File: src/sv/lca_pkg.sv
`timescale 1ns / 1ps

package lca_pkg;

    // Node ids are 10 bits wide and every id names a table entry.
    localparam int ID_W       = 10;
    localparam int NODE_COUNT = 1 << ID_W;
    localparam int DEPTH_W    = $clog2(NODE_COUNT + 1);

    // Stream widths: node_a and node_b in s_tdata, ancestor in m_tdata.
    localparam int S_TDATA_W = ((2 * ID_W + 7) / 8) * 8;
    localparam int M_TDATA_W = ((ID_W + 7) / 8) * 8;
    localparam int S_TUSER_W = 2;

    // Item kinds carried on s_tuser.
    typedef enum logic [S_TUSER_W-1:0] {
        OP_CLEAR = 2'd0,
        OP_EDGE  = 2'd1,
        OP_QUERY = 2'd2
    } op_t;

    // One entry of the parent table.
    typedef struct packed {
        logic            has_parent;
        logic [ID_W-1:0] link;
    } link_word_t;

    // Write port of the parent table.
    typedef struct packed {
        logic            en;
        logic [ID_W-1:0] addr;
        link_word_t      data;
    } ram_wr_t;

    // Micro-PC and step addresses of the control program.
    typedef logic [3:0] upc_t;
    localparam upc_t S_IDLE  = 4'd0;
    localparam upc_t S_CLEAR = 4'd1;
    localparam upc_t S_EDGE  = 4'd2;
    localparam upc_t S_START = 4'd3;
    localparam upc_t S_DEPTH = 4'd4;
    localparam upc_t S_CHECK = 4'd5;
    localparam upc_t S_LIFT  = 4'd6;
    localparam upc_t S_MEET  = 4'd7;
    localparam upc_t S_EMIT  = 4'd8;

    // Control word fields.
    typedef enum logic [1:0] {
        MW_NONE  = 2'd0,
        MW_CLEAR = 2'd1,
        MW_EDGE  = 2'd2
    } mem_op_t;

    typedef enum logic [2:0] {
        LN_HOLD   = 3'd0,
        LN_START  = 3'd1,
        LN_RELOAD = 3'd2,
        LN_DEPTH  = 3'd3,
        LN_LIFT   = 3'd4,
        LN_MEET   = 3'd5
    } lane_op_t;

    typedef enum logic [1:0] {
        FD_HOLD  = 2'd0,
        FD_CLEAR = 2'd1,
        FD_MATCH = 2'd2
    } found_op_t;

    typedef enum logic [2:0] {
        C_ALWAYS    = 3'd0,
        C_DISPATCH  = 3'd1,
        C_CLR_LAST  = 3'd2,
        C_ADVANCE   = 3'd3,
        C_ROOTS_OK  = 3'd4,
        C_DEPTH_NE  = 3'd5,
        C_MEET_MORE = 3'd6,
        C_OUT_FREE  = 3'd7
    } cond_t;

    typedef struct packed {
        logic      ready;
        mem_op_t   mem_op;
        lane_op_t  lane_op;
        found_op_t found_op;
        logic      emit;
        cond_t     cond;
        upc_t      tgt_true;
        upc_t      tgt_false;
    } ctrl_t;

    // Datapath flags that the jump conditions test.
    typedef struct packed {
        logic clr_last;
        logic advance;
        logic roots_ok;
        logic depth_ne;
        logic meet_more;
    } dp_stat_t;

endpackage

File: src/sv/lca_sequencer.sv
`timescale 1ns / 1ps

module lca_sequencer (
    input  logic              aclk,
    input  logic              aresetn,
    input  logic              accept,
    input  lca_pkg::op_t      op,
    input  logic              out_free,
    input  lca_pkg::dp_stat_t stat,
    output lca_pkg::ctrl_t    ctrl
);
    import lca_pkg::*;

    upc_t upc_reg;
    upc_t upc_next;
    logic take;
    upc_t dispatch_tgt;

    // Control program, one word per step.
    function automatic ctrl_t ucode(input upc_t pc);
        ctrl_t w;
        w = '{ready: 1'b0, mem_op: MW_NONE, lane_op: LN_HOLD, found_op: FD_HOLD,
               emit: 1'b0, cond: C_ALWAYS, tgt_true: S_IDLE, tgt_false: S_IDLE};
        case (pc)
            S_IDLE: begin
                w.ready     = 1'b1;
                w.cond      = C_DISPATCH;
            end
            S_CLEAR: begin
                w.mem_op    = MW_CLEAR;
                w.cond      = C_CLR_LAST;
                w.tgt_false = S_CLEAR;
            end
            S_EDGE: begin
                w.mem_op    = MW_EDGE;
            end
            S_START: begin
                w.lane_op   = LN_START;
                w.found_op  = FD_CLEAR;
                w.tgt_true  = S_DEPTH;
            end
            S_DEPTH: begin
                w.lane_op   = LN_DEPTH;
                w.cond      = C_ADVANCE;
                w.tgt_true  = S_DEPTH;
                w.tgt_false = S_CHECK;
            end
            S_CHECK: begin
                w.lane_op   = LN_RELOAD;
                w.cond      = C_ROOTS_OK;
                w.tgt_true  = S_LIFT;
                w.tgt_false = S_EMIT;
            end
            S_LIFT: begin
                w.lane_op   = LN_LIFT;
                w.cond      = C_DEPTH_NE;
                w.tgt_true  = S_LIFT;
                w.tgt_false = S_MEET;
            end
            S_MEET: begin
                w.lane_op   = LN_MEET;
                w.found_op  = FD_MATCH;
                w.cond      = C_MEET_MORE;
                w.tgt_true  = S_MEET;
                w.tgt_false = S_EMIT;
            end
            S_EMIT: begin
                w.emit      = 1'b1;
                w.cond      = C_OUT_FREE;
                w.tgt_false = S_EMIT;
            end
            default: begin
                w.cond      = C_ALWAYS;
            end
        endcase
        return w;
    endfunction

    assign ctrl = ucode(upc_reg);

    // Entry step for each item kind.
    always_comb begin
        case (op)
            OP_CLEAR: dispatch_tgt = S_CLEAR;
            OP_EDGE:  dispatch_tgt = S_EDGE;
            OP_QUERY: dispatch_tgt = S_START;
            default:  dispatch_tgt = S_IDLE;
        endcase
    end

    // Jump condition select.
    always_comb begin
        case (ctrl.cond)
            C_ALWAYS:    take = 1'b1;
            C_DISPATCH:  take = accept;
            C_CLR_LAST:  take = stat.clr_last;
            C_ADVANCE:   take = stat.advance;
            C_ROOTS_OK:  take = stat.roots_ok;
            C_DEPTH_NE:  take = stat.depth_ne;
            C_MEET_MORE: take = stat.meet_more;
            C_OUT_FREE:  take = out_free;
            default:     take = 1'b1;
        endcase
    end

    // Next step: the dispatch table on a transfer, otherwise one of the two targets.
    always_comb begin
        if (ctrl.cond == C_DISPATCH) begin
            upc_next = take ? dispatch_tgt : ctrl.tgt_false;
        end else begin
            upc_next = take ? ctrl.tgt_true : ctrl.tgt_false;
        end
    end

    // Reset starts the clearing pass over the parent table.
    always_ff @(posedge aclk) begin
        if (!aresetn) begin
            upc_reg <= S_CLEAR;
        end else begin
            upc_reg <= upc_next;
        end
    end

endmodule

File: config.mk
export PLATFORM = sky130hd
export DESIGN_NAME = lca_sequencer
export DESIGN_NICKNAME = d
export VERILOG_FILES = /design/src/sv/lca_pkg.sv /design/src/sv/lca_sequencer.sv
export SDC_FILE = /design/constraint.sdc
export NUM_CORES = 1
export LEC_CHECK = 0
export BUFFER_PORTS_ARGS = -buffer_cell sky130_fd_sc_hd__buf_2
export CORE_UTILIZATION = 40
export DETAILED_ROUTE_END_ITERATION = 6
export PLACE_DENSITY = 0.73
export RECOVER_POWER = 50
export SLEW_MARGIN = 20
export SYNTH_ARGS = -nofsm -noshare
export SYNTH_HDL_FRONTEND = slang
export SYNTH_SLANG_ARGS = --single-unit
File: constraint.sdc
create_clock -name aclk -period 4.7 [get_ports aclk]
set_input_delay 0.94 -clock aclk [delete_from_list [all_inputs] [get_ports aclk]]
set_output_delay 0.94 -clock aclk [all_outputs]
set_load 0.05 [all_outputs]
* Word-level counts from Yosys, hierarchy flattened
Cells that the tools add are included.
** Storage, ports and cells
- Register bits after elaboration :: 4
- Output and inout bits :: 20
- Word-level logic and storage cells :: 37
- Input bits :: 11
** Cells by class
- Equal/unequal tests :: 17
- Reductions and logical operators :: 6
- Multiplexer cells :: 13
** Operators by type and width (number)
- $pmux W3 S7 :: 1
- $eq A4 B3 Y1 const B :: 4
- $pmux W4 S4 :: 1
- $pmux W3 S5 :: 1
- $eq A3 B3 Y1 const B :: 4
- $mux W4 :: 3
- $pmux W3 S3 :: 1
- $eq A4 B2 Y1 const B :: 2
- $pmux W1 S8 :: 1
- $pmux W2 S2 :: 2
- $eq A3 B2 Y1 const B :: 2
- $pmux W2 S3 :: 1
- $eq A4 B1 Y1 const B :: 1
- $eq A4 B4 Y1 const B :: 1
- $logic_not A4 Y1 :: 1
- $reduce_or A2 Y1 :: 2
- $eq A3 B1 Y1 const B :: 1
- $logic_not A3 Y1 :: 1
- $reduce_or A3 Y1 :: 1
- $eq A2 B1 Y1 const B :: 1
- $eq A2 B2 Y1 const B :: 1
- $logic_not A2 Y1 :: 1
- $mux W1 :: 2

* Logic depth before layout (Yosys ltp)
Gate-level depths: netlist of the first run.
- Depth in word-level cells :: 6
- Mapped depth :: 6
- Depth with buffers taken out :: 6

* Worst setup path after synthesis of the first run
Ideal clock, no wire load.
- Path type :: register -> output
- Start point :: register upc_reg[3]
- End point :: output ctrl[3] (netlist name)
- Stages on the path, launching flop included :: 4
- Arrival :: 1.937 ns
- Setup slack :: 1.823 ns
- Buffers on the path :: 1
- Cells stage by stage :: dfxtp_1 nand2b_1 clkbuf_1 o21ai_0
** RTL lines
- start, declared :: RTL line lca_sequencer.sv:14 : upc_t upc_reg;
- start signal, assigned :: RTL line lca_sequencer.sv:120 : upc_reg <= upc_next;
- end, declared :: RTL line lca_sequencer.sv:10 : output lca_pkg::ctrl_t ctrl

==> summary.txt, run 1 <==
Largest register FFs: 4
Power per cell area: 447 mW/mm^2
DRT Wirelength: 1470 microns
RSZ-0062 raised after global routing: false
Final period utilization: 0.593
Adder-cell share of the synthesized area: 0.0673
Clock buffer count from CTS: 3
Final setup vio count: 0
Die width: 39.4 microns
Post-synthesis compound-gate area fraction: 0.274
Yosys reg bits: 4
Syn Nets: 94
WS Path Type: reg -> out
Hold buffers post-CTS: 0
Max cap viols: 0
Post-CTS setup buffer count: 0
Gr ovfl total: 0
Residual DRC: 0
Mux contribution to synthesized area: 0.0359
H-tree depth: 1
Average cell area after synthesis: 6.98 sq um
Gr usage total: 0.218
Initial DRC count: 19
Synth Flop Type: dfxtp_1
Synthesized area: 558 sq um
Clock Skew: 0.00649 ns
Worst-Margin Slew: 0.596 ns
Main combinational cell family by area after synthesis: simple AND/OR/NAND/NOR gates
Leak: 0.352 nW
GPL Wtd Cong: 0.790
Synth async-reset ratio: 0
Number of global-route vias before repair: 525
Fillers: 141
Die area: 0.00155 sq mm
CTS tree: yes
1st-pass router iterations: 4
Worst-skew pair later-pin latency: 0.25 ns
CTS max path bufs: 2
Critical-path cell list: nor2_1 -> nand3_1 -> o21ai_0 -> buf_2
Via density per instance: 5.44
Yosys cell types: 34
Starting Density: 0.429
Commonest non-fill, non-tap cell in the layout: buf_2
Via count: 658
Post-Synth Simple-Gate Area: 0.361
Routed len/inst: 12.1 microns
CP Max Fanout: 15
Crit path buffers/inverters: 1
Minimum clock period: 2.79 ns
Post-synth EDFFs: 0
Rows: 13
Die Span Y: 39.4 microns
Post-CTS resize count: 0
Hold/Removal Path Class: reg -> reg
Area Overhead vs Synth: 19.7%
Initial antenna violation count: 0
CP required: 3.76 ns
Total power: 0.299 mW
Setup crit start kind: flip-flop
Fmax: 359 MHz
CP max stage cell: dfxtp_1
Commonest cells after routing, fill and taps aside: buf_2 (24), nor2_1 (16), inv_1 (6), a21oi_1 (6)
Worst vdd ir: 0.000285 V
Port-buffer cells: 29
Final setup TNS: 0 ns
Sequential share of the synthesized area: 0.143
Critical path arrival: 1.85 ns
Post-DP HPWL: 1050 microns
Share of cells above drive strength 1: 0.302
Clock Sinks: 4
Placeable Area: 0.00130 sq mm
Cell family with most CP delay: simple AND/OR/NAND/NOR gates
Status: completed
Syn Inst Count: 80
CP Capture Type: primary output
Clk root buf: clkbuf_4
Maximum number of pins on one net before global-route repair: 17
Final hold violation count: 0
Routed Antenna Nets: 0
Slew margin rel.: 0.604
Nets: 122
Max Slew Vio Count: 0
Xor-xnor portion of the synthesized cell area: 0
Antenna cell count: 0
Synth warn: 0
First-pass GRT wire length: 2230 microns
CP peak stage delay: 0.46 ns
Io pins: 31
Clock transition at the registers of the reported paths: 0.04 ns
==> final timing paths <==
| kind | startpoint | to | slack (ns) | depth (start not counted) |
|---|---|---|---|---|
| worst min register to register | upc_reg[2] | upc_reg[2] | 0.76 | 2 |
| worst max-delay path | upc_reg[0] | ctrl[3] | 1.91 | 4 |
| worst max register to register | upc_reg[2] | upc_reg[0] | 2.55 | 5 |
| worst min-delay path | upc_reg[2] | upc_reg[2] | 0.76 | 2 |
==> through the flow <==
stage                     utilization  instance area, sq um  cells  setup WS (ns)  hold WS (ns)
after CTS                       0.544                   708    121           1.88         0.779
after global routing            0.513                   668    121           1.79         0.815
after detailed placement        0.527                   686    118           2.16         0.765
final                           0.513                   668    121           1.91         0.764
after floorplan                     -                   558     80           1.82         0.540
after global placement          0.527                   686    118           2.22         0.763
==> metal layers <==
metal	part of all wire	wire, microns	global-route usage	up-vias
li1	-	-	-	328
met1	0.44	641	0.256	291
met2	0.47	684	0.367	34
met3	0.070	103	0.0341	5
met4	0.026	38	0.129	0
met5	0	0	0	-
==> cells in the mapped netlist (all sizes together), types with 3 or more instances <==
master | instances | area, sq um
nand2 | 5 | 18.8
a21oi | 6 | 30.0
buf | 3 | 20.0
o21ai | 6 | 30.0
nor2 | 16 | 62.6
nand2b | 4 | 25.0
inv | 7 | 26.3
dfxtp | 4 | 80.1
nor3 | 3 | 15.0
ha | 3 | 37.5
==> report_power, final <==
| group | internal [mW] | switching, mW | leakage, nW |
|---|---|---|---|
| Sequential | 0.0390 | 0.0192 | 0.0326 |
| Clock | 0.0288 | 0.0172 | 0.0138 |
| Combinational | 0.0510 | 0.143 | 0.306 |
==> cell families after synthesis <==
logic type,count (synthesis)
mux,2
flops,4
simple gates,37
fa+ha+maj,3
other cells,1
compound gates,20
buf+inv,13
==> cell type report <==
| cell class | instances | area (sq um) | share of cell area |
|---|---|---|---|
| well taps | 15 | 18.8 | 0.0281 |
| inverters | 7 | 26.3 | 0.0393 |
| flip-flops and latches | 4 | 80.1 | 0.120 |
| clock buffers | 3 | 22.5 | 0.0337 |
| multi-input cells | 63 | 382 | 0.571 |
| repair buffers | 29 | 139 | 0.208 |
==> worst register-to-register path, delay by kind of cell (launching register included) <==
| family | cells | cell delay (ns) |
|---|---|---|
| AOI/OAI and AO/OA | 3 | 0.97 |
| DFF | 1 | 0.56 |
| and+or+nand+nor | 1 | 0.36 |
| muxes | 1 | 0.13 |
(Power assumes the default switching activity.)
==> run 2: changes to the inputs <==
--- a/config.mk
+++ b/config.mk
@@ -5,6 +5,7 @@
 export SDC_FILE = /design/constraint.sdc
 export NUM_CORES = 1
 export LEC_CHECK = 0
+export ABC_AREA = 1
 export BUFFER_PORTS_ARGS = -buffer_cell sky130_fd_sc_hd__buf_2
 export CORE_UTILIZATION = 40
 export DETAILED_ROUTE_END_ITERATION = 6
==> constraint.sdc (replaced) <==
create_clock -name aclk -period 2.7 [get_ports aclk]
set_input_delay 0.54 -clock aclk [delete_from_list [all_inputs] [get_ports aclk]]
set_output_delay 0.54 -clock aclk [all_outputs]
set_load 0.05 [all_outputs]
==> summary.txt, run 2 <==
RR Startpoint: upc_reg[3] (was upc_reg[2])
Hold/Removal Path Class: in -> reg (was reg -> reg)
Max Slew Vio Count: 0 (unchanged)
Post-CTS setup buffer count: 0 (unchanged)
Die Span Y: 39.4 microns (about the same)
Nets: 141 (was 122)
Final hold violation count: 0 (unchanged)
Most numerous cell in the Yosys netlist: nand2_1 (was nor2_1)
Yosys cell types: 19 (was 34)
Io pins: 31 (unchanged)
Leak: 0.474 nW (was 0.352 nW)
Crit path launch: upc_reg[2] (was upc_reg[0])
Seq pwr share: 0.120 (was 0.195)
Switching share of power: 0.676 (was 0.602)
Die area: 0.00155 sq mm (about the same)
RSZ-0062 raised after global routing: false (unchanged)
Residual DRC: 0 (unchanged)
Clock Skew: 0.00246 ns (was 0.00649 ns)
Syn Nets: 108 (was 94)
Final setup vio count: 0 (unchanged)
Final Cell Area: 722 sq um (was 668 sq um)
Routed len/inst: 10.4 microns (was 12.1 microns)
Initial antenna violation count: 0 (unchanged)
Average cell area after synthesis: 5.95 sq um (was 6.98 sq um)
Clock buffer count from CTS: 3 (unchanged)
Max cap viols: 0 (unchanged)
Worst hold endpoint: upc_reg[0] (was upc_reg[2])
Synth async-reset ratio: 0 (unchanged)
Synth area leaders: dfxtp_1 (14%), nand2_1 (12%), inv_1 (11%) (was dfxtp_1 (14%), nor2_1 (10%), ha_1 (6.7%))
Syn Inst Count: 94 (was 80)
Largest register FFs: 4 (unchanged)
Synth Flop Type: dfxtp_1 (unchanged)
Placed instance area: 716 sq um (was 686 sq um)
Finished Layout Cells: 140 (was 121)
CTS tree: yes (unchanged)
Hold path cells: 2 (unchanged)
Worst-Margin Slew: 0.603 ns (was 0.596 ns)
Post-DP HPWL: 1210 microns (was 1050 microns)
Cells after DPL: 137 (was 118)
Worst-skew pair later-pin latency: 0.24 ns (was 0.25 ns)
R2r setup slk: 1.24 ns (was 2.55 ns)
H-tree depth: 1 (unchanged)
Worst Min Path Start: aresetn (was upc_reg[2])
Gr usage total: 0.205 (was 0.218)
Most frequent cells after synthesis: nand2_1 (18), inv_1 (17), nor2_1 (17), nand3_1 (9), nand2_2 (6) (was nor2_1 (15), a21oi_1 (6), inv_1 (6), nand2_1 (5), o21ai_0 (5))
Clock Power Share: 0.092 (was 0.154)
Rows: 13 (unchanged)
Area leader, netlist: dfxtp_1 (unchanged)
Post-CTS resize count: 0 (unchanged)
Setup crit start kind: flip-flop (unchanged)
CTS max path bufs: 2 (unchanged)
Starting Density: 0.430 (was 0.429)
Hold buffers post-CTS: 0 (unchanged)
Placeable Area: 0.00130 sq mm (unchanged)
Critical path arrival: 1.56 ns (was 1.85 ns)
Commonest non-fill, non-tap cell in the layout: buf_2 (unchanged)
Gr ovfl total: 0 (unchanged)
GPL Wtd Cong: 0.817 (was 0.790)
Area Overhead vs Synth: 29.1% (was 19.7%)
Fillers: 164 (was 141)
Antenna cell count: 0 (unchanged)
R2R cell count: 10 (was 5)
Worst vdd ir: 0.000746 V (was 0.000285 V)
Maximum number of pins on one net before global-route repair: 10 (was 17)
Share of cells above drive strength 1: 0.320 (was 0.302)
Yosys top cell area share: 0.143 (about the same)
WS Path Type: reg -> out (unchanged)
Clk root buf: clkbuf_4 (unchanged)
Int Power: 0.281 mW (was 0.119 mW)
DRT Wirelength: 1450 microns (was 1470 microns)
Clock transition at the registers of the reported paths: 0.04 ns (about the same)
Initial DRC count: 15 (was 19)
Worst reg2reg endpoint: upc_reg[3] (was upc_reg[0])
Combinational group share of total power: 0.788 (was 0.651)
Net load switching power: 0.586 mW (was 0.180 mW)
Routed Antenna Nets: 0 (unchanged)
1st-pass router iterations: 4 (unchanged)
CP Capture Type: primary output (unchanged)
Sequential share of the synthesized area: 0.143 (about the same)
Final period utilization: 0.777
Synthesized area: 559 sq um (was 558 sq um)
Power per cell area: 1200 mW/mm^2 (was 447 mW/mm^2)
CP Max Fanout: 6 (was 15)
Yosys reg bits: 4 (unchanged)
Via count: 668 (was 658)
Number of global-route vias before repair: 532 (was 525)
Status: completed (unchanged)
Final setup margin: 0.601 ns (was 1.91 ns)
Fmax: 476 MHz
Final setup TNS: 0 ns (unchanged)
Synth warn: 0 (unchanged)
Via density per instance: 4.77 (was 5.44)
Die width: 39.4 microns (about the same)
Post-synth EDFFs: 0 (unchanged)
Commonest cells after routing, fill and taps aside: buf_2 (22), nand2_1 (20), inv_1 (18), nor2_1 (18), nand3_1 (9) (was buf_2 (24), nor2_1 (16), inv_1 (6), a21oi_1 (6))
Minimum clock period: 2.10 ns
Port-buffer cells: 29 (unchanged)
Clock Sinks: 4 (unchanged)
CP required: 2.16 ns (was 3.76 ns)
First-pass GRT wire length: 2150 microns (was 2230 microns)
Slew margin rel.: 0.599 (was 0.604)
Worst slack at placement: 0.885 ns (was 2.16 ns)
## run 2: power by group through the flow
stage | Sequential (mW) | Combinational, mW | Clock [mW]
after floorplan | 0.0996 | 0.564 | 0
after global placement | 0.104 | 0.690 | 0
after detailed placement | 0.104 | 0.693 | 0
after CTS | 0.103 | 0.696 | 0.0782
after global routing | 0.106 | 0.734 | 0.0821
final | 0.104 | 0.684 | 0.0797
## run 2: worst max-delay path, cell delays in order, from the launching register on
cell and delay, ns:
dfxtp_1 0.38, nor2_1 0.26, inv_1 0.11, nor2_1 0.14
nor2_1 0.09, nand2_1 0.08, buf_2 0.26
## run 2: cell families (layout without fill, tap and decap cells)
kind of cell	count (synthesis)	after routing	share of synthesized area
AO/OA/AOI/OAI	3	3	0.0380
adder cells (fa/ha/maj)	3	3	0.0671
buffers and inverters	20	51	0.141
flip-flops	4	4	0.143
other	1	1	0.00670
AND/OR/NAND/NOR	63	63	0.604
## run 2: layout make-up
type / count / area (sq um) / share of cell area
Multi-Input combinational cell: 70 / 393 / 0.544
Sequential cell: 4 / 80.1 / 0.111
Inverter: 19 / 71.3 / 0.0988
Clock buffer: 3 / 22.5 / 0.0312
Timing Repair Buffer: 29 / 136 / 0.189
Tap cell: 15 / 18.8 / 0.0260
## run 2: worst max-delay path by stage
stage / slack (ns) / cells past startpoint / end
5_1_grt: 0.51 / 6 / ctrl[0]
4_1_cts: 0.62 / 6 / ctrl[0]
3_3_place_gp: 0.85 / 6 / ctrl[0]
6_report: 0.60 / 6 / ctrl[0]
2_1_floorplan: 0.32 / 5 / ctrl[9]
3_5_place_dp: 0.88 / 6 / ctrl[0]
## run 2: metal layers
layer / wire length, microns / track usage / vias to the layer above
met3: 100 / 0.0341 / 3
li1: - / - / 349
met5: 0 / 0 / -
met4: 17 / 0.0776 / 0
met2: 713 / 0.367 / 27
met1: 623 / 0.239 / 289
## run 2: stage by stage
stage                     hold WS [ns]  power (mW)   util
after floorplan                  0.625       0.664      -
after global placement           0.704       0.794  0.550
after detailed placement         0.691       0.798  0.550
after CTS                        0.535       0.877  0.567
after global routing             0.542       0.923  0.555
final                            0.535       0.867  0.555
