### src/sv/lca_pkg.sv
`timescale 1ns / 1ps

package lca_pkg;

    // Node ids are 10 bits wide and every id names a table entry.
    localparam int ID_W       = 10;
    localparam int NODE_COUNT = 1 << ID_W;
    localparam int DEPTH_W    = $clog2(NODE_COUNT + 1);

    // Stream widths: node_a and node_b in s_tdata, ancestor in m_tdata.
    localparam int S_TDATA_W = ((2 * ID_W + 7) / 8) * 8;
    localparam int M_TDATA_W = ((ID_W + 7) / 8) * 8;
    localparam int S_TUSER_W = 2;

    // Item kinds carried on s_tuser.
    typedef enum logic [S_TUSER_W-1:0] {
        OP_CLEAR = 2'd0,
        OP_EDGE  = 2'd1,
        OP_QUERY = 2'd2
    } op_t;

    // One entry of the parent table.
    typedef struct packed {
        logic            has_parent;
        logic [ID_W-1:0] link;
    } link_word_t;

    // Write port of the parent table.
    typedef struct packed {
        logic            en;
        logic [ID_W-1:0] addr;
        link_word_t      data;
    } ram_wr_t;

    // Micro-PC and step addresses of the control program.
    typedef logic [3:0] upc_t;
    localparam upc_t S_IDLE  = 4'd0;
    localparam upc_t S_CLEAR = 4'd1;
    localparam upc_t S_EDGE  = 4'd2;
    localparam upc_t S_START = 4'd3;
    localparam upc_t S_DEPTH = 4'd4;
    localparam upc_t S_CHECK = 4'd5;
    localparam upc_t S_LIFT  = 4'd6;
    localparam upc_t S_MEET  = 4'd7;
    localparam upc_t S_EMIT  = 4'd8;

    // Control word fields.
    typedef enum logic [1:0] {
        MW_NONE  = 2'd0,
        MW_CLEAR = 2'd1,
        MW_EDGE  = 2'd2
    } mem_op_t;

    typedef enum logic [2:0] {
        LN_HOLD   = 3'd0,
        LN_START  = 3'd1,
        LN_RELOAD = 3'd2,
        LN_DEPTH  = 3'd3,
        LN_LIFT   = 3'd4,
        LN_MEET   = 3'd5
    } lane_op_t;

    typedef enum logic [1:0] {
        FD_HOLD  = 2'd0,
        FD_CLEAR = 2'd1,
        FD_MATCH = 2'd2
    } found_op_t;

    typedef enum logic [2:0] {
        C_ALWAYS    = 3'd0,
        C_DISPATCH  = 3'd1,
        C_CLR_LAST  = 3'd2,
        C_ADVANCE   = 3'd3,
        C_ROOTS_OK  = 3'd4,
        C_DEPTH_NE  = 3'd5,
        C_MEET_MORE = 3'd6,
        C_OUT_FREE  = 3'd7
    } cond_t;

    typedef struct packed {
        logic      ready;
        mem_op_t   mem_op;
        lane_op_t  lane_op;
        found_op_t found_op;
        logic      emit;
        cond_t     cond;
        upc_t      tgt_true;
        upc_t      tgt_false;
    } ctrl_t;

    // Datapath flags that the jump conditions test.
    typedef struct packed {
        logic clr_last;
        logic advance;
        logic roots_ok;
        logic depth_ne;
        logic meet_more;
    } dp_stat_t;

endpackage

### src/sv/lca_datapath.sv
`timescale 1ns / 1ps

module lca_datapath (
    input  logic                      aclk,
    input  logic                      aresetn,
    input  lca_pkg::ctrl_t            ctrl,
    input  logic [lca_pkg::ID_W-1:0]  node_a,
    input  logic [lca_pkg::ID_W-1:0]  node_b,
    input  lca_pkg::link_word_t       q_a,
    input  lca_pkg::link_word_t       q_b,
    output logic [lca_pkg::ID_W-1:0]  rd_addr_a,
    output logic [lca_pkg::ID_W-1:0]  rd_addr_b,
    output lca_pkg::ram_wr_t          wr,
    output lca_pkg::dp_stat_t         stat,
    output logic                      found,
    output logic [lca_pkg::ID_W-1:0]  ancestor
);
    import lca_pkg::*;

    logic [ID_W-1:0]    ptr_a_reg, ptr_a_next;
    logic [ID_W-1:0]    ptr_b_reg, ptr_b_next;
    logic [DEPTH_W-1:0] dep_a_reg, dep_a_next;
    logic [DEPTH_W-1:0] dep_b_reg, dep_b_next;
    logic [ID_W-1:0]    clr_idx_reg, clr_idx_next;
    logic               found_reg, found_next;
    logic               walk_a, walk_b;
    logic               clr_last;

    // A walk may take one more step while a parent exists and the step cap is not hit.
    assign walk_a   = q_a.has_parent && (dep_a_reg != DEPTH_W'(NODE_COUNT));
    assign walk_b   = q_b.has_parent && (dep_b_reg != DEPTH_W'(NODE_COUNT));
    assign clr_last = (clr_idx_reg == ID_W'(NODE_COUNT - 1));

    assign stat.clr_last  = clr_last;
    assign stat.advance   = walk_a || walk_b;
    assign stat.roots_ok  = !q_a.has_parent && !q_b.has_parent;
    assign stat.depth_ne  = (dep_a_reg != dep_b_reg);
    assign stat.meet_more = (ptr_a_reg != ptr_b_reg) && q_a.has_parent && q_b.has_parent;

    // Cursor and depth updates for the two walks.
    always_comb begin
        ptr_a_next = ptr_a_reg;
        ptr_b_next = ptr_b_reg;
        dep_a_next = dep_a_reg;
        dep_b_next = dep_b_reg;
        case (ctrl.lane_op)
            LN_HOLD: begin
            end
            LN_START: begin
                ptr_a_next = node_a;
                ptr_b_next = node_b;
                dep_a_next = '0;
                dep_b_next = '0;
            end
            LN_RELOAD: begin
                ptr_a_next = node_a;
                ptr_b_next = node_b;
            end
            LN_DEPTH: begin
                if (walk_a) begin
                    ptr_a_next = q_a.link;
                    dep_a_next = dep_a_reg + DEPTH_W'(1);
                end
                if (walk_b) begin
                    ptr_b_next = q_b.link;
                    dep_b_next = dep_b_reg + DEPTH_W'(1);
                end
            end
            LN_LIFT: begin
                if (dep_a_reg > dep_b_reg) begin
                    ptr_a_next = q_a.link;
                    dep_a_next = dep_a_reg - DEPTH_W'(1);
                end
                if (dep_b_reg > dep_a_reg) begin
                    ptr_b_next = q_b.link;
                    dep_b_next = dep_b_reg - DEPTH_W'(1);
                end
            end
            LN_MEET: begin
                if (stat.meet_more) begin
                    ptr_a_next = q_a.link;
                    ptr_b_next = q_b.link;
                end
            end
            default: begin
            end
        endcase
    end

    // The table is always read at the next cursor, so its output matches the cursor.
    assign rd_addr_a = ptr_a_next;
    assign rd_addr_b = ptr_b_next;

    // Table writes: the clearing sweep or one edge.
    always_comb begin
        wr           = '{en: 1'b0, addr: clr_idx_reg, data: '0};
        clr_idx_next = clr_idx_reg;
        case (ctrl.mem_op)
            MW_NONE: begin
            end
            MW_CLEAR: begin
                wr.en        = 1'b1;
                clr_idx_next = clr_last ? '0 : clr_idx_reg + ID_W'(1);
            end
            MW_EDGE: begin
                wr.en              = 1'b1;
                wr.addr            = node_b;
                wr.data.has_parent = 1'b1;
                wr.data.link       = node_a;
            end
            default: begin
            end
        endcase
    end

    // Match flag of the query in progress.
    always_comb begin
        case (ctrl.found_op)
            FD_HOLD:  found_next = found_reg;
            FD_CLEAR: found_next = 1'b0;
            FD_MATCH: found_next = (ptr_a_reg == ptr_b_reg);
            default:  found_next = found_reg;
        endcase
    end

    always_ff @(posedge aclk) begin
        if (!aresetn) begin
            clr_idx_reg <= '0;
        end else begin
            clr_idx_reg <= clr_idx_next;
        end
    end

    always_ff @(posedge aclk) begin
        ptr_a_reg <= ptr_a_next;
        ptr_b_reg <= ptr_b_next;
        dep_a_reg <= dep_a_next;
        dep_b_reg <= dep_b_next;
        found_reg <= found_next;
    end

    assign found    = found_reg;
    assign ancestor = found_reg ? ptr_a_reg : '0;

endmodule

### config.mk
export PLATFORM = sky130hd
export DESIGN_NAME = lca_datapath
export DESIGN_NICKNAME = d
export VERILOG_FILES = /design/src/sv/lca_pkg.sv /design/src/sv/lca_datapath.sv
export SDC_FILE = /design/constraint.sdc
export NUM_CORES = 1
export LEC_CHECK = 0
export CAP_MARGIN = 0
export CORE_UTILIZATION = 58
export CTS_CLUSTER_SIZE = 40
export DETAILED_ROUTE_END_ITERATION = 12
export DONT_BUFFER_PORTS = 1
export PLACE_DENSITY = 0.76
export SYNTH_ARGS = -nofsm -noshare
export SYNTH_HDL_FRONTEND = slang
export SYNTH_SLANG_ARGS = --single-unit
### constraint.sdc
create_clock -name aclk -period 3.4 [get_ports aclk]
set_input_delay 0.68 -clock aclk [delete_from_list [all_inputs] [get_ports aclk]]
set_output_delay 0.68 -clock aclk [all_outputs]
set_load 0.01 [all_outputs]
* Word-level counts from Yosys, hierarchy flattened
Index checks and enable logic that the tools add are counted.
** Word-level totals
- Output and inout port bits :: 58
- Logic and storage cells :: 65
- Flip-flop bits (word level) :: 53
** Cells by class
- $lt $le $gt $ge :: 2
- Reduce and logical (&&, ||, !) cells :: 14
- Add/subtract/negate cells :: 5
- Equal/unequal tests :: 19
- Multiplexer cells :: 19
** Operators with widths (count)
- two-way mux 10 bit :: 8
- one-hot mux 10 bit (4 select lines) :: 2
- one-hot mux 11 bit (3 select lines) :: 2
- two-way mux 11 bit :: 4
- adder 11 x 1 -> 11 bit (second input constant) :: 2
- > comparator 11 bit :: 2
- inequality test 11 bit (second input constant) :: 2
- subtractor 11 x 1 -> 11 bit (second input constant) :: 2
- two-way mux 21 bit :: 1
- inequality test 11 bit :: 1
- adder 10 x 1 -> 10 bit (second input constant) :: 1
- == test 10 bit :: 1
- == test 10 bit (second input constant) :: 1
- inequality test 10 bit :: 1
- inequality test 2 bit (second input constant) :: 4
- == test 3 x 2 -> 1 bit (second input constant) :: 2
- == test 3 bit (second input constant) :: 2
- AND reduction 3 bit :: 2
- logical AND 1 bit :: 5
- == test 2 x 1 -> 1 bit (second input constant) :: 2
- == test 2 bit (second input constant) :: 2
- OR reduction 2 bit :: 2
- == test 3 x 1 -> 1 bit (second input constant) :: 1
- nonzero test 3 bit :: 1
- other kinds (5) :: 6

* Logic depth before layout (Yosys ltp)
Gate-level depths: netlist (run 1).
- Word-level depth :: 5
- Gate-level depth with buffers :: 11
- Mapped depth without buffers :: 10

* Worst setup path before layout (run 1)
OpenSTA, ideal clock, no wires.
- Path type :: input-to-reg
- Start :: input ctrl[16] in the netlist's numbering
- End :: register dep_a_reg[9] (data pin)
- Setup slack :: 0.121 ns
- Arrival :: 3.013 ns
- Cell stages on the path :: 11
- Path buffers :: 1
- Cell sequence :: clkbuf_1 > nor2b_1 > nand2_1 > inv_1 > ha_1 > a21oi_1 > o211ai_1 > o41ai_1 > o21ai_0 > xnor2_1 > nor2_1
** Between the ends
- Longest elaborated chain between the ends :: 2
- Elaborated cells between the ends (all ways) :: 4
- Classes of those cells :: 3 x eq/ne; 1 x mux
** RTL lines
- start: declaration :: line lca_datapath.sv:6 : input lca_pkg::ctrl_t ctrl,
- == test 3 bit, or another cell as far along :: line lca_datapath.sv:46 : case (ctrl.lane_op)
- one-hot mux 11 bit (3 select lines) * :: line lca_datapath.sv:46
- end signal: assignment :: line lca_datapath.sv:137 : dep_a_reg <= dep_a_next;
- end: declaration :: line lca_datapath.sv:22 : logic [DEPTH_W-1:0] dep_a_reg, dep_a_next;
Mark *: on every way between the ends. The rest lies on a longest branch, timed or not.
A chain may end at the register's enable or synchronous reset.

* Worst setup path in the final report (run 1)
- Start :: register dep_a_reg[9]
- End :: output rd_addr_b[2] in the netlist's numbering
** Between the ends
- Longest elaborated chain between the ends :: 3
** RTL lines
- > comparator 11 bit :: line lca_datapath.sv:74 : if (dep_b_reg > dep_a_reg) begin
- two-way mux 10 bit :: line lca_datapath.sv:74
- one-hot mux 10 bit (4 select lines) :: line lca_datapath.sv:46
- end: declaration :: line lca_datapath.sv:12 : output logic [lca_pkg::ID_W-1:0] rd_addr_b,
No other way between the ends.

==> results of run 1 <==
Yosys cell counts, drive strengths merged, types with 7 or more instances:
cell type,n
inv,24
nor2b,16
nand2,23
xor2,22
edfxtp,23
mux2,10
nor3,8
xnor2,16
ha,33
nand3,8
o21ai,7
clkbuf,10
nor2,49
a21oi,13
dfxtp,30
a221o,20
and2,34
metrics by stage:
stage / instances / power (mW) / setup TNS (ns)
floorplan: 406 / 1.15 / 0
global placement: 479 / 1.23 / 0
detailed placement: 479 / 1.25 / 0
CTS: 491 / 1.67 / 0
global route: 500 / 1.82 / -0.577
finish: 500 / 1.74 / -0.0498
path summary, 6_finish.rpt:
path             startpoint        endpoint  slack (ns)  cells after the start
min reg2reg  clr_idx_reg[5]  clr_idx_reg[5]        0.56                      2
max reg2reg    dep_b_reg[6]   dep_b_reg[10]        0.31                      7
min                 aresetn  clr_idx_reg[2]        0.49                      1
max            dep_a_reg[9]    rd_addr_b[2]       -0.02                     10
layer usage:
| layer | up-vias | share of wire [%] |
|---|---|---|
| li1 | 1493 | - |
| met1 | 1542 | 42 |
| met2 | 144 | 48 |
| met3 | 16 | 7.3 |
| met4 | 0 | 2.1 |
| met5 | - | 0 |
cell type report:
class / count / area [um2] / share of cell area, %
tap: 77 / 96.3 / 2.24
clock inverter: 1 / 8.76 / 0.204
inverter: 24 / 90.1 / 2.10
multi-input combinational: 319 / 2540 / 59.0
clock buffer: 7 / 97.6 / 2.27
sequential: 53 / 1290 / 30.1
timing repair buffer: 19 / 176 / 4.11
power groups by stage:
stage / sequential (mW) / clock, mW / combinational (mW)
3_5_place_dp: 0.818 / 0 / 0.431
3_3_place_gp: 0.816 / 0 / 0.416
5_1_grt: 0.815 / 0.438 / 0.568
2_1_floorplan: 0.793 / 0 / 0.362
4_1_cts: 0.803 / 0.413 / 0.455
6_report: 0.808 / 0.411 / 0.520
worst register-to-register path, cell delays in order, from the launching register on:
cell and delay, ns:
edfxtp_1 0.48, ha_4 0.33, nand4_1 0.13, a211oi_2 0.36, a2111o_1 0.23, buf_4 0.14, a31oi_1 0.07, o22ai_1 0.97
repair_timing:
| item | 4_1_cts | 5_1_grt |
|---|---|---|
| setup endpoints to repair | 20 | 20 |
| hold buffers | 0 | 0 |
| pin swaps | 4 | 19 |
| resized for setup | 8 | 23 |
| endpoints found under the hold margin | 0 | 0 |
| buffers inserted | 3 | 7 |
| cloned | 1 | 2 |
cell families after synthesis:
group	count (synthesis)	share of synthesized area (%)
AOI/OAI and AO/OA	69	15.3
xor gates and xnor gates	38	8.83
adders and majority gates	35	12.0
buffers and inverters	36	3.78
DFF	53	34.3
muxes	12	3.52
and+or+nand+nor	163	22.3
==> qor.yml, run 1 <==
die_x_um: 82.6
grt_use_met2_pct: 40.8
drt_first_iter_violations: 227
fmax_mhz: 292
syn_area_per_cell_um2: 9.29
num_rows: 29
wl_per_cell_um: 19.8
cts_buffer_depth: 2
route.detailed.drc: 0
critPathTopFamily: "compound AO/OA/AOI/OAI gates"
portBuffers: 0
drive_above_1_share_pct: 16.8
grt_max_degree: 21
whs_ns: 0.487
pre_cts_slack_ns: 0.168
initial_utilization_pct: 59.7
grt_pass1_vias: 2731
p_sw_share_pct: 33.5
syn_area_um2: 3770
core_um2: 6310
clk_pin_slew_worst_paths_ns: 0.10
critPathKind: "reg2out"
synth_nets: 505
outcome: "complete, but fails checks"
fin_nets: 521
n_fill_cell: 481
fin_crit_sh_pct: 101
max_stage_delay_ns: 0.46
cts_tree: "done"
total_leakage_power_nw: 1.77
crit_chain: "inv_2 -> ha_4 -> o21ai_0 -> nor2_1 -> a2111o_1 -> a211oi_4 -> buf_6 -> buf_12 -> nor2b_1 -> a221o_1"
gp_congestion: 0.810
drv_cap: 0
final-hold-violation-count: 0
slew_violations: 0
grt_pass1_wl_um: 13300
tightest_slew_ns: 1.27
htree_levels: 2
violations: "setup timing"
comb_power_share_pct: 29.9
synth_edf_count: 23
cts_root_buf: "clkbuf_8"
met1_usage_pct: 36.2
synth_cell_type_count: 49
async_flop_share_pct: 0
ant_nets: 0
synth_cells: 406
grt_setup_unrepaired: "yes"
clock_latency_ns: 0.31
numCtsBuffers: 5
overflow: 0
yosysTopAreaCellShare_pct: 18.3
clock_skew_ns: 0.00666
seq_area_frac_synth_pct: 34.3
crit_buf_inv: 3
area_delta_synth_final_pct: 14.0
path_max_fanout: 5
p_seq_share_pct: 46.5
dpl-instance-area_um2: 3870
antenna_cells: 0
antenna_found_initial: 0
end_kind: "primary output"
min_period_ns: 3.42
required_ns: 2.72
fin_ws_ns: -0.0244
vdd_drop_max_mv: 0.303
holdCritPathClass: "in2reg"
firstDrtPassIters: 4
ys_warn_count: 0
synth_ff_type: "dfxtp_1"
die-area_um2: 6830
power_density_nw_per_um2: 405
post-route-util_pct: 68.1
hpwl_um: 6810
die_h_um: 82.6
io-pin-count: 122
vias: 3195
use_met3_pct: 5.71
final_cell_mix: "48 x nor2_1, 33 x and2_1, 30 x dfxtp_1, 26 x ha_1, 23 x edfxtp_1"
synth.area.top_cells: "edfxtp_1 18%, dfxtp_1 16%, ha_1 11%, and2_1 5.6%, a221o_1 5.3%"
grt_usage_pct: 26.1
setup_viol: 6
internal_power_mw: 1.16
clkPwrFrac_pct: 23.6
ys_ff_latch: 53
synth_top_area_cell: "edfxtp_1"
relSlewSlack_pct: 15.6
arrival_ns: 2.74
clock-sinks: 53
vias_per_cell: 6.39
drt_wl_total_um: 9880
final_common_cell: "nor2_1"
fin_area_um2: 4300
power.switching_mw: 0.583
top_usage_layer: "met2"
start_kind: "register"
crit_slowest_cell: "edfxtp_1"
No activity file was read; power rests on OpenSTA's default activity.
==> run 2, diff against run 1 <==
Settings changed: CORE_UTILIZATION 58 to 64, GPL_TIMING_DRIVEN set to 0, PLACE_DENSITY 0.76 to 0.8.
Clock period 3.4 ns to 3.31 ns, I/O delays scaled along.
==> qor.yml, run 2 (synthesized netlist as in run 1, its figures left out) <==
setup_viol: 20
drive_above_1_share_pct: 20.2
grt_pass1_vias: 3124
grt_pass1_wl_um: 15200
core_um2: 5610
hpwl_um: 6750
htree_levels: 2
cts_buffer_depth: 2
numCtsBuffers: 5
end_kind: "primary output"
grt_max_degree: 17
drt_wl_total_um: 11000
fin_ws_ns: -0.184
cts_root_buf: "clkbuf_8"
final_common_cell: "nor2_1"
grt_setup_unrepaired: "yes"
holdCritPathClass: "in2reg"
comb_power_share_pct: 31.6
initial_utilization_pct: 67.2
clkPwrFrac_pct: 23.3
internal_power_mw: 1.21
fin_nets: 543
portBuffers: 0
clk_pin_slew_worst_paths_ns: 0.10
gp_congestion: 0.846
vias: 3471
relSlewSlack_pct: 23.3
reg2reg_from: "dep_b_reg[6]"
holdBufCountCts: 0
fin_crit_sh_pct: 106
drv_cap: 0
die_h_um: 78.8
clock-sinks: 53
required_ns: 2.65
antenna_found_initial: 0
critPathKind: "reg2out"
drt_first_iter_violations: 305
vdd_drop_max_mv: 0.228
fin_cells: 517
route.detailed.drc: 0
p_seq_share_pct: 45.0
die-area_um2: 6200
antenna_cells: 0
outcome: "complete, but fails checks"
overflow: 0
clock_latency_ns: 0.32
num_rows: 27
power.switching_mw: 0.637
place_inst: 478
io-pin-count: 122
power_density_nw_per_um2: 414
vias_per_cell: 6.71
arrival_ns: 2.83
final_cell_mix: "48 x nor2_1, 34 x and2_1, 30 x dfxtp_1, 29 x buf_4, 24 x ha_1"
slew_violations: 0
violations: "setup timing"
n_fill_cell: 342
firstDrtPassIters: 5
fin_total_pwr_mw: 1.84
path_max_fanout: 5
final-hold-violation-count: 0
cts_tree: "done"
ant_nets: 0
fmax_mhz: 286
area_delta_synth_final_pct: 18.2
p_sw_share_pct: 34.6
tightest_slew_ns: 1.15
grt_usage_pct: 32.0
die_x_um: 78.8
min_from: "aresetn"
min_period_ns: 3.49
clock_skew_ns: 0.00233
total_leakage_power_nw: 1.84
whs_ns: 0.460
start_kind: "register"
wl_per_cell_um: 21.3
crit_start: "dep_b_reg[6]"
run 2: worst max-delay path, cell delays in order, from the launching register on:
cell and delay, ns:
edfxtp_1 0.49, ha_4 0.33, nand4_1 0.18, a211oi_2 0.36
a2111oi_4 0.13, buf_4 0.17, o21ai_4 0.15, o211ai_1 0.23
a221o_1 0.46
run 2: area by class of cell:
cell class,instances,area [um2],share of cell area [%]
Buffer,11,48.8,1.10
Clock buffer,7,97.6,2.19
Clock inverter,1,8.76,0.197
Inverter,24,93.8,2.11
Multi-Input combinational cell,319,2590,58.1
Sequential cell,53,1290,29.0
Tap cell,72,90.1,2.02
Timing Repair Buffer,29,230,5.17
Timing Repair inverter,1,7.51,0.169
run 2: stage by stage:
| step | TNS (ns) | util [%] | worst slack (ns) | cell area (um2) |
|---|---|---|---|---|
| final | -2.56 | 79.4 | -0.184 | 4450 |
| after global routing | -4.07 | 79.4 | -0.230 | 4450 |
| after CTS | 0 | 74.9 | 0.00140 | 4200 |
| after detailed placement | -6.52 | 68.8 | -0.615 | 3860 |
| after global placement | -4.58 | 68.8 | -0.500 | 3860 |
| after floorplan | 0 | - | 0.0488 | 3770 |
run 2: routing by layer:
| layer | vias up | GRT usage, % | part of all wire, % |
|---|---|---|---|
| met5 | - | 0 | 0 |
| li1 | 1538 | - | - |
| met3 | 47 | 6.32 | 8.6 |
| met2 | 239 | 54.5 | 48 |
| met1 | 1647 | 39.3 | 39 |
| met4 | 0 | 13.1 | 4.3 |
run 2: power groups by stage:
stage          clock network, mW  registers (mW)  logic, mW
3_5_place_dp                   0           0.840      0.444
4_1_cts                    0.424           0.822      0.492
6_report                   0.430           0.829      0.583
2_1_floorplan                  0           0.814      0.372
3_3_place_gp                   0           0.837      0.428
5_1_grt                    0.445           0.834      0.625
run 2: what timing repair did:
item                       CTS  global route
pin swaps                   16            19
setup endpoints to repair   26            24
resized for setup           13            29
setup buffers               16            13
cloned                       1             2
run 2: final timing paths:
check	endpoint	slack, ns	depth (start not counted)
max reg2reg	dep_b_reg[8]	0.21	7
min reg2reg	clr_idx_reg[5]	0.56	2
min	clr_idx_reg[6]	0.46	1
max	rd_addr_b[6]	-0.18	8
==> run 3, diff against run 2 <==
--- a/config.mk
+++ b/config.mk
@@ -11,5 +11,4 @@
 export DETAILED_ROUTE_END_ITERATION = 12
 export DONT_BUFFER_PORTS = 1
-export GPL_TIMING_DRIVEN = 0
 export PLACE_DENSITY = 0.8
 export SYNTH_ARGS = -nofsm -noshare
==> constraint.sdc (replaced) <==
create_clock -name aclk -period 3.31 [get_ports aclk]
set_input_delay 0.662 -clock aclk [delete_from_list [all_inputs] [get_ports aclk]]
set_output_delay 0.662 -clock aclk [all_outputs]
set_load 0.005 [all_outputs]
==> qor.yml, run 3 (synthesized netlist as in run 1, its figures left out) <==
outcome: "complete, but fails checks"
violations: "setup timing"
wl_per_cell_um: 20.4
fin_nets: 527
end_kind: "primary output"
critPathTopFamily: "compound AO/OA/AOI/OAI gates"
min_period_ns: 3.34
final-hold-violation-count: 0
dpl-instance-area_um2: 3880
area_delta_synth_final_pct: 13.2
arrival_ns: 2.68
vias_per_cell: 6.66
fin_ws_ns: -0.0333
slew_violations: 0
tightest_slew_ns: 1.20
drt_first_iter_violations: 369
clk_pin_slew_worst_paths_ns: 0.10
grt_pass1_wl_um: 14400
drive_above_1_share_pct: 17.0
crit_chain: "inv_1 -> ha_1 -> nand4_1 -> a211oi_2 -> a2111oi_4 -> mux2i_1 -> o22ai_2 -> buf_6 -> a221o_1"
cts_root_buf: "clkbuf_8"
crit_slowest_cell: "edfxtp_1"
grt_pass1_vias: 2992
final_common_cell: "nor2_1"
pre_cts_slack_ns: 0.177
vias: 3335
die_x_um: 78.8
finalSetupTns_ns: -0.374
clock_latency_ns: 0.31
cts_tree: "done"
critPathKind: "reg2out"
drv_cap: 0
multiInputGateArea_um2: 2470
io-pin-count: 122
post-route-util_pct: 76.1
final_cell_mix: "48 x nor2_1, 33 x and2_1, 30 x dfxtp_1, 28 x ha_1"
cts_buffer_depth: 2
register_area_um2: 1290
grt_usage_pct: 30.0
gp_congestion: 0.833
grt_max_degree: 23
path_max_fanout: 6
fin_crit_sh_pct: 101
setup_viol: 20
vdd_drop_max_mv: 0.246
fmax_mhz: 299
max_stage_delay_ns: 0.43
antenna_found_initial: 0
required_ns: 2.65
initial_utilization_pct: 67.2
overflow: 0
crit_buf_inv: 2
hpwl_um: 6700
holdBufCountCts: 0
htree_levels: 2
grt_setup_unrepaired: "yes"
start_kind: "register"
die-area_um2: 6200
firstDrtPassIters: 5
antenna_cells: 0
route.detailed.drc: 0
numCtsBuffers: 5
total_leakage_power_nw: 1.79
ant_nets: 0
regToRegSetupSlack_ns: 0.15
die_h_um: 78.8
clock-sinks: 53
power_density_nw_per_um2: 417
fin_total_pwr_mw: 1.78
fin_area_um2: 4270
core_um2: 5610
relSlewSlack_pct: 20.0
n_fill_cell: 380
portBuffers: 0
holdCritPathClass: "in2reg"
clock_skew_ns: 0.00582
drt_wl_total_um: 10200
num_rows: 27
[run 3: what timing repair did]
item                       4_1_cts  5_1_grt
gates cloned                     0        1
hold endpoints to repair         0        0
buffers inserted                10        6
resized for setup                5       19
setup endpoints to repair       20       20
pin swaps                        3       16
[run 3: final timing paths]
kind,start,to,cells after the start
max reg2reg,dep_a_reg[3],dep_b_reg[1],9
min,aresetn,clr_idx_reg[2],1
max,dep_a_reg[3],rd_addr_a[1],9
min reg2reg,clr_idx_reg[9],clr_idx_reg[9],2
[run 3: layer usage]
metal,wire [um],up-vias,global-route usage (%)
li1,-,1499,-
met1,4000,1588,37.9
met5,0,-,0
met2,5020,212,51.0
met3,836,36,5.98
met4,345,0,10.0
[run 3: cell type report]
cell class | instances | share of cell area (%)
Clock inverter | 1 | 0.147
Clock buffer | 7 | 2.52
Inverter | 24 | 2.11
Sequential cell | 53 | 30.2
Tap cell | 72 | 2.11
Multi-Input combinational cell | 318 | 57.8
Timing Repair Buffer | 26 | 5.04
[run 3: power breakdown]
group          switching [mW]  internal (mW)  total [mW]
clock                   0.231          0.217       0.448
sequential             0.0693          0.758       0.827
combinational           0.274          0.231       0.504
total                   0.574           1.21        1.78
[run 3: metrics by stage]
| step | hold slack (ns) | cells |
|---|---|---|
| floorplan | 0.494 | 406 |
| global placement | 0.520 | 476 |
| detailed placement | 0.534 | 476 |
| CTS | 0.466 | 494 |
| global route | 0.468 | 501 |
| finish | 0.465 | 501 |
